<file path="src/sv/decaying_echo_fir_reverb_assert.svh">
// Assertion macros used by the reverb RTL
`ifndef DECAYING_ECHO_FIR_REVERB_ASSERT_SVH
`define DECAYING_ECHO_FIR_REVERB_ASSERT_SVH

// same-cycle implication, checked on every clock outside reset
`define DEFR_ASSERT_NOW(label, ante, cons, msg) \
    label: assert property (@(posedge i_clk) disable iff (!i_rst_n) (ante) |-> (cons)) \
        else $error(msg);

// next-cycle implication, checked on every clock outside reset
`define DEFR_ASSERT_NEXT(label, ante, cons, msg) \
    label: assert property (@(posedge i_clk) disable iff (!i_rst_n) (ante) |=> (cons)) \
        else $error(msg);

`endif

</file>
<file path="src/sv/defr_pkg.sv">
`timescale 1ns / 1ps
// Shared widths, constants and register codes of the decaying echo FIR reverb
package defr_pkg;

    localparam int DATA_W     = 16;
    localparam int D_W        = 9;
    localparam int GAIN_W     = 16;
    localparam int FRAC_W     = 14;
    localparam int ACC_W      = 34;
    localparam int PROD_W     = ACC_W + GAIN_W;
    localparam int NUM_W      = PROD_W - FRAC_W;
    localparam int DIV_CNT_W  = 6;
    localparam int SUM_W      = NUM_W + 2;
    localparam int CFG_IDX_W  = 1;
    localparam int CFG_DATA_W = 16;

    localparam logic [D_W-1:0]    DELAY_RST = 9'd0;
    localparam logic [GAIN_W-1:0] GAIN_RST  = 16'd8192;

    localparam logic [DATA_W-1:0] SAT_POS = 16'h7FFF;
    localparam logic [DATA_W-1:0] SAT_NEG = 16'h8000;

    typedef enum logic [CFG_IDX_W-1:0] {
        CFG_DELAY_TAPS = 1'b0,
        CFG_GAIN_Q14   = 1'b1
    } t_cfg_reg;

endpackage

</file>
<file path="src/sv/defr_div.sv">
`timescale 1ns / 1ps
// Restoring divider, one quotient bit per cycle
module defr_div
    import defr_pkg::*;
(
    input  logic             i_clk,
    input  logic             i_rst_n,
    input  logic             i_start,
    input  logic [NUM_W-1:0] i_dividend,
    input  logic [D_W-1:0]   i_divisor,
    output logic             o_done,
    output logic [NUM_W-1:0] o_quotient
);

    logic                 r_busy;
    logic                 r_done;
    logic [DIV_CNT_W-1:0] r_cnt;
    logic [NUM_W-1:0]     r_quo;
    logic [D_W-1:0]       r_rem;
    logic [D_W-1:0]       r_div;

    logic [D_W:0]         w_rem_sh;
    logic [D_W:0]         w_diff;
    logic                 w_ge;

    assign w_rem_sh = {r_rem, r_quo[NUM_W-1]};
    assign w_ge     = (w_rem_sh >= {1'b0, r_div});
    assign w_diff   = w_rem_sh - {1'b0, r_div};

    always_ff @(posedge i_clk) begin
        if (!i_rst_n) begin
            r_busy <= 1'b0;
            r_done <= 1'b0;
            r_cnt  <= '0;
        end else begin
            r_done <= r_busy && !i_start && (r_cnt == DIV_CNT_W'(1));
            if (i_start) begin
                r_busy <= 1'b1;
                r_cnt  <= DIV_CNT_W'(NUM_W);
            end else if (r_busy) begin
                r_cnt <= r_cnt - 1'b1;
                if (r_cnt == DIV_CNT_W'(1)) begin
                    r_busy <= 1'b0;
                end
            end
        end
    end

    always_ff @(posedge i_clk) begin
        if (i_start) begin
            r_quo <= i_dividend;
            r_rem <= '0;
            r_div <= i_divisor;
        end else if (r_busy) begin
            r_quo <= {r_quo[NUM_W-2:0], w_ge};
            r_rem <= w_ge ? w_diff[D_W-1:0] : w_rem_sh[D_W-1:0];
        end
    end

    assign o_done     = r_done;
    assign o_quotient = r_quo;

endmodule

</file>
<file path="config.mk">
export PLATFORM = sky130hd
export DESIGN_NAME = defr_div
export DESIGN_NICKNAME = d
export VERILOG_FILES = /design/src/sv/decaying_echo_fir_reverb_assert.svh /design/src/sv/defr_pkg.sv /design/src/sv/defr_div.sv
export SDC_FILE = /design/constraint.sdc
export NUM_CORES = 1
export LEC_CHECK = 0
export ABC_AREA = 1
export BUFFER_PORTS_ARGS = -buffer_cell sky130_fd_sc_hd__buf_2
export CAP_MARGIN = 15
export CORE_MARGIN = 2
export CORE_UTILIZATION = 57
export CTS_CLUSTER_SIZE = 12
export DETAILED_ROUTE_END_ITERATION = 7
export PLACE_DENSITY_LB_ADDON = 0.3
export REMOVE_ABC_BUFFERS = 1
export SETUP_SLACK_MARGIN = 0.3
export SLEW_MARGIN = 20
export SYNTH_ARGS = -nofsm -noshare
export SYNTH_HDL_FRONTEND = slang
export SYNTH_SLANG_ARGS = --single-unit
</file>
<file path="constraint.sdc">
create_clock -name i_clk -period 5.35 [get_ports i_clk]
set_input_delay 0 -clock i_clk [delete_from_list [all_inputs] [get_ports i_clk]]
set_output_delay 0 -clock i_clk [all_outputs]
set_load 0.05 [all_outputs]
</file>
# Yosys cells after proc, flatten, opt, wreduce, memory -nomap -nowiden
# Cells that the tools add are included.
# word_totals
ff_bits	62
in_bits	48
word_cells	25
# classes
n_eq_ne	1
mux	8
addsub	2
magnitude_cmp	1
reduce_logical	5
n_bitwise	1
# op_table
operator	n
36-bit two-way mux	2
6-bit two-way mux	2
10-bit by 9-bit greater-or-equal comparator with 1-bit output	1
9-bit two-way mux	1
9-bit subtractor	1
6-bit by 1-bit equality test with 1-bit output (second input constant)	1
6-bit by 1-bit subtractor with 6-bit output (second input constant)	1
1-bit two-way mux	3
1-bit logical AND	2
2-bit nonzero test	1
2-bit OR reduction	1
1-bit zero test	1
1-bit inverter	1

# Longest topological paths before layout
# logic_depth
ltp_word	4
mapped_depth	13
ltp_nobuf	13

# Least setup slack after synthesis
# OpenSTA, ideal clock, no wires.
# synth_path
path_kind	reg-to-reg
from	reg r_quo[35], in the netlist o_quotient[35]
to	reg r_quo[0], in the netlist o_quotient[0], data pin
setup_slack_ps	3170
setup_time_ps	263
path_buffers	1
required_time_ps	5087
arrival_ps	1916
path_stages_with_launch	12
path_cell_list	edfxtp_1 inv_1 ha_1 inv_1 fa_1 nand3_1 nand2_2 nand2_4 nand2_4 nand2_4 buf_6 a31oi_1
# synth_between
elab_chain_cells	3
# synth_lines
element	line_no	rtl
start, declared	defr_div.sv:18	logic [NUM_W-1:0] r_quo;
start signal, assigned	defr_div.sv:51	r_quo <= i_dividend;
start signal, assigned	defr_div.sv:55	r_quo <= {r_quo[NUM_W-2:0], w_ge};
10-bit by 9-bit greater-or-equal comparator with 1-bit output	defr_div.sv:27	assign w_ge = (w_rem_sh >= {1'b0, r_div});
36-bit two-way mux	defr_div.sv:54	end else if (r_busy) begin
36-bit two-way mux	defr_div.sv:50	if (i_start) begin
# No other way between the ends. The select of a mux whose other input is x is not followed.
# A chain may end at the register's enable or synchronous reset.

# Final worst setup path
# layout_path
from	reg r_quo[35], in the netlist o_quotient[35]
to	reg r_rem[7]
# layout_between
elab_chain_cells	2
word_cells_on_any_way	3
classes_between	1 x add/sub; 1 x order compare; 1 x mux
# layout_lines
element	line_no	rtl
9-bit subtractor / 10-bit by 9-bit greater-or-equal comparator with 1-bit output (equally long branches)	defr_div.sv:28, defr_div.sv:27	
9-bit two-way mux *	defr_div.sv:56	r_rem <= w_ge ? w_diff[D_W-1:0] : w_rem_sh[D_W-1:0];
end signal, assigned	defr_div.sv:56	
end, declared	defr_div.sv:19	logic [D_W-1:0] r_rem;
# Every way passes the cells marked *; elsewhere a longest branch is shown, timed or not.

==> results.sh <==
export IMPL_post_cts_setup_buffers=0
export IMPL_die_w_um=78.5
export IMPL_wl_per_cell_um=15.0
export IMPL_seq_area_um2=1690
export IMPL_period_share=0.396
export IMPL_rows=27
export IMPL_report_final_setup_viol=0
export IMPL_nFillCells=355
export IMPL_post_cts_resized=0
export IMPL_synth_top_flop_cell="edfxtp_1"
export IMPL_clock_skew_ps=6.79
export IMPL_slew_headroom=0.507
export IMPL_drv_slew=0
export IMPL_p_leak_nw=2.21
export IMPL_track_usage=0.291
export IMPL_worst_slew_pin_slew_ps=740
export IMPL_synth_area_um2=3160
export IMPL_port_buffers=84
export IMPL_layout_common_cells="nand2_1, buf_2, inv_1"
export IMPL_cp_arrival_ps=2390
export IMPL_wl_um=8680
export IMPL_cp_common_cell="nand2_4"
export IMPL_cts_root_buf="clkbuf_8"
export IMPL_route_detailed_drc=0
export IMPL_hold_violations=0
export IMPL_power_density_nw_per_um2=288
export IMPL_yosysTopAreaCell="edfxtp_1"
export IMPL_cp_slowest_stage_delay_ps=400
export IMPL_antenna_left=0
export IMPL_outcome="completed"
export IMPL_synth_edff_count=45
export IMPL_async_reset_ff_frac=0
export IMPL_vias=2973
export IMPL_die_h_um=78.5
export IMPL_yosys_area_top_type_share=0.428
export IMPL_postSynthAreaPerCell_um2=8.54
export IMPL_p_total_w=0.00122
export IMPL_grt_pass1_vias=2920
export IMPL_multi_input_area_um2=1240
export IMPL_fmax_mhz=472
export IMPL_core_area_um2=5440
export IMPL_synth_seq_cells=62
export IMPL_final_common_cell="nand2_1"
export IMPL_cp_required_ps=5620
export IMPL_antenna_cells=0
export IMPL_drt_pass1_iterations=5
export IMPL_vdd_drop_max_v=0.000215
export IMPL_period_needed_ps=2120
export IMPL_initialDrtViolationCount=240
export IMPL_rsz0062_at_grt="no"
export IMPL_clkSinkCount=62
export IMPL_cp_start_kind="flop"
export IMPL_layout_nets=561
export IMPL_gp_congestion=0.867
export IMPL_cts_buffers=9
export IMPL_syn_to_final_growth_pct=33.8
export IMPL_drv_cap=0
export IMPL_crit_slowest_cell="fa_1"
export IMPL_io_pins=85
export IMPL_cp_max_fo=11
export IMPL_cts_hold_buffers=45
export IMPL_grt_pass1_wl_um=13600
export IMPL_vias_per_cell=5.15
export IMPL_path_clk_slew_ps=60
export IMPL_hpwlAfterDp_um=4730
export IMPL_synth_area_top_cells="edfxtp_1, nand2_1, dfxtp_1, inv_1, ha_1"
export IMPL_cts_path_max_buffers=2
export IMPL_drive_above_1_share=0.234
export IMPL_clock_latency_ps=330
export IMPL_initial_utilization=0.581
export IMPL_htreeDepth=3
export IMPL_grt_max_degree=41
export IMPL_synthCells=370
export IMPL_cts_tree="yes"
export IMPL_path_class="flop to flop"
export IMPL_synth_yosys_seq_area_share=0.535
export IMPL_fp_dieArea_um2=6160
export IMPL_crit_path_cell_trace="inv_1 > ha_1 > inv_1 > fa_1 > nand3_1 > nand2_2 > nand2_4 > nand2_4 > nand2_4 > nand2_2 > nand2_1 > nand3_1 > nand2_1"
export IMPL_hold_path_class="input port to flop"
export IMPL_end_kind="flop"
export IMPL_grt_overflow=0
export IMPL_tns_ps=0
export IMPL_antenna_found_initial=0
export IMPL_ys_types=29
export IMPL_ys_warn_count=0
registers in the layout, indices dropped and copies added (netlist names):
name        cells
r_div           9
r_rem           9
r_cnt           6
r_busy          1
o_done          1
o_quotient     36
per-layer routing:
metal,routed length [um],vias to the layer above,part of all wire,track usage
met5,0,-,0,0
li1,-,1437,-,-
met1,3290,1346,0.38,0.330
met2,4380,162,0.50,0.509
met4,319,0,0.037,0.149
met3,690,28,0.079,0.0701
cells in the mapped netlist, types with 7 or more instances:
library cell	count
a21oi_1	7
dfxtp_1	17
edfxtp_1	45
ha_1	11
inv_1	47
nand2_1	170
nand3_1	17
nand3_2	9
nor2_1	8
through the flow:
| step | area (um^2) | setup WS [ps] | util | hold slack, ps | instances |
|---|---|---|---|---|---|
| after global placement | 3630 | 3280 | 0.667 | 178 | 517 |
| after CTS | 4230 | 3220 | 0.778 | 54.8 | 577 |
| after global routing | 4230 | 3050 | 0.778 | 98.7 | 577 |
| after detailed placement | 3630 | 3240 | 0.667 | 179 | 517 |
| final | 4230 | 3230 | 0.778 | 72.2 | 577 |
| after floorplan | 3100 | 3170 | - | 98.9 | 359 |
worst paths after layout:
check                                     from  depth (start not counted)  slack, ps             to
worst min register to register        r_rem[5]                          2        480       r_rem[5]
worst max register to register  o_quotient[35]                         13       3230       r_rem[7]
worst min-delay path             i_dividend[0]                          3         70  o_quotient[0]
worst max-delay path            o_quotient[35]                         13       3230       r_rem[7]
power by group:
group	switching [W]	internal, W	total, W
Combinational	0.000206	0.0000911	0.000297
Clock	0.000164	0.000165	0.000328
Sequential	0.0000264	0.000564	0.000591
Total	0.000397	0.000820	0.00122
cell families (layout without fill, tap and decap cells):
family | count (synthesis) | in the layout | share of synthesized area
AND/OR/NAND/NOR | 222 | 222 | 0.309
adder cells (fa/ha/maj) | 12 | 12 | 0.0499
XOR/XNOR | 3 | 3 | 0.00832
buffers and inverters | 58 | 193 | 0.0736
flip-flops | 62 | 62 | 0.535
AO/OA/AOI/OAI | 13 | 13 | 0.0238
cell type report:
| type | instances | share of cell area |
|---|---|---|
| sequential | 62 | 0.400 |
| multi-input combinational | 250 | 0.292 |
| inverter | 47 | 0.0417 |
| timing repair buffer | 131 | 0.209 |
| clock buffer | 13 | 0.0328 |
| tap | 72 | 0.0213 |
| clock inverter | 2 | 0.00237 |
critical path, delay by kind of cell (launching register included):
family | cells | cell delay [ps]
and+or+nand+nor | 9 | 950
DFF | 1 | 380
buffers and inverters | 2 | 180
adders and majority gates | 2 | 550
Power figures use the tool's default switching activity.
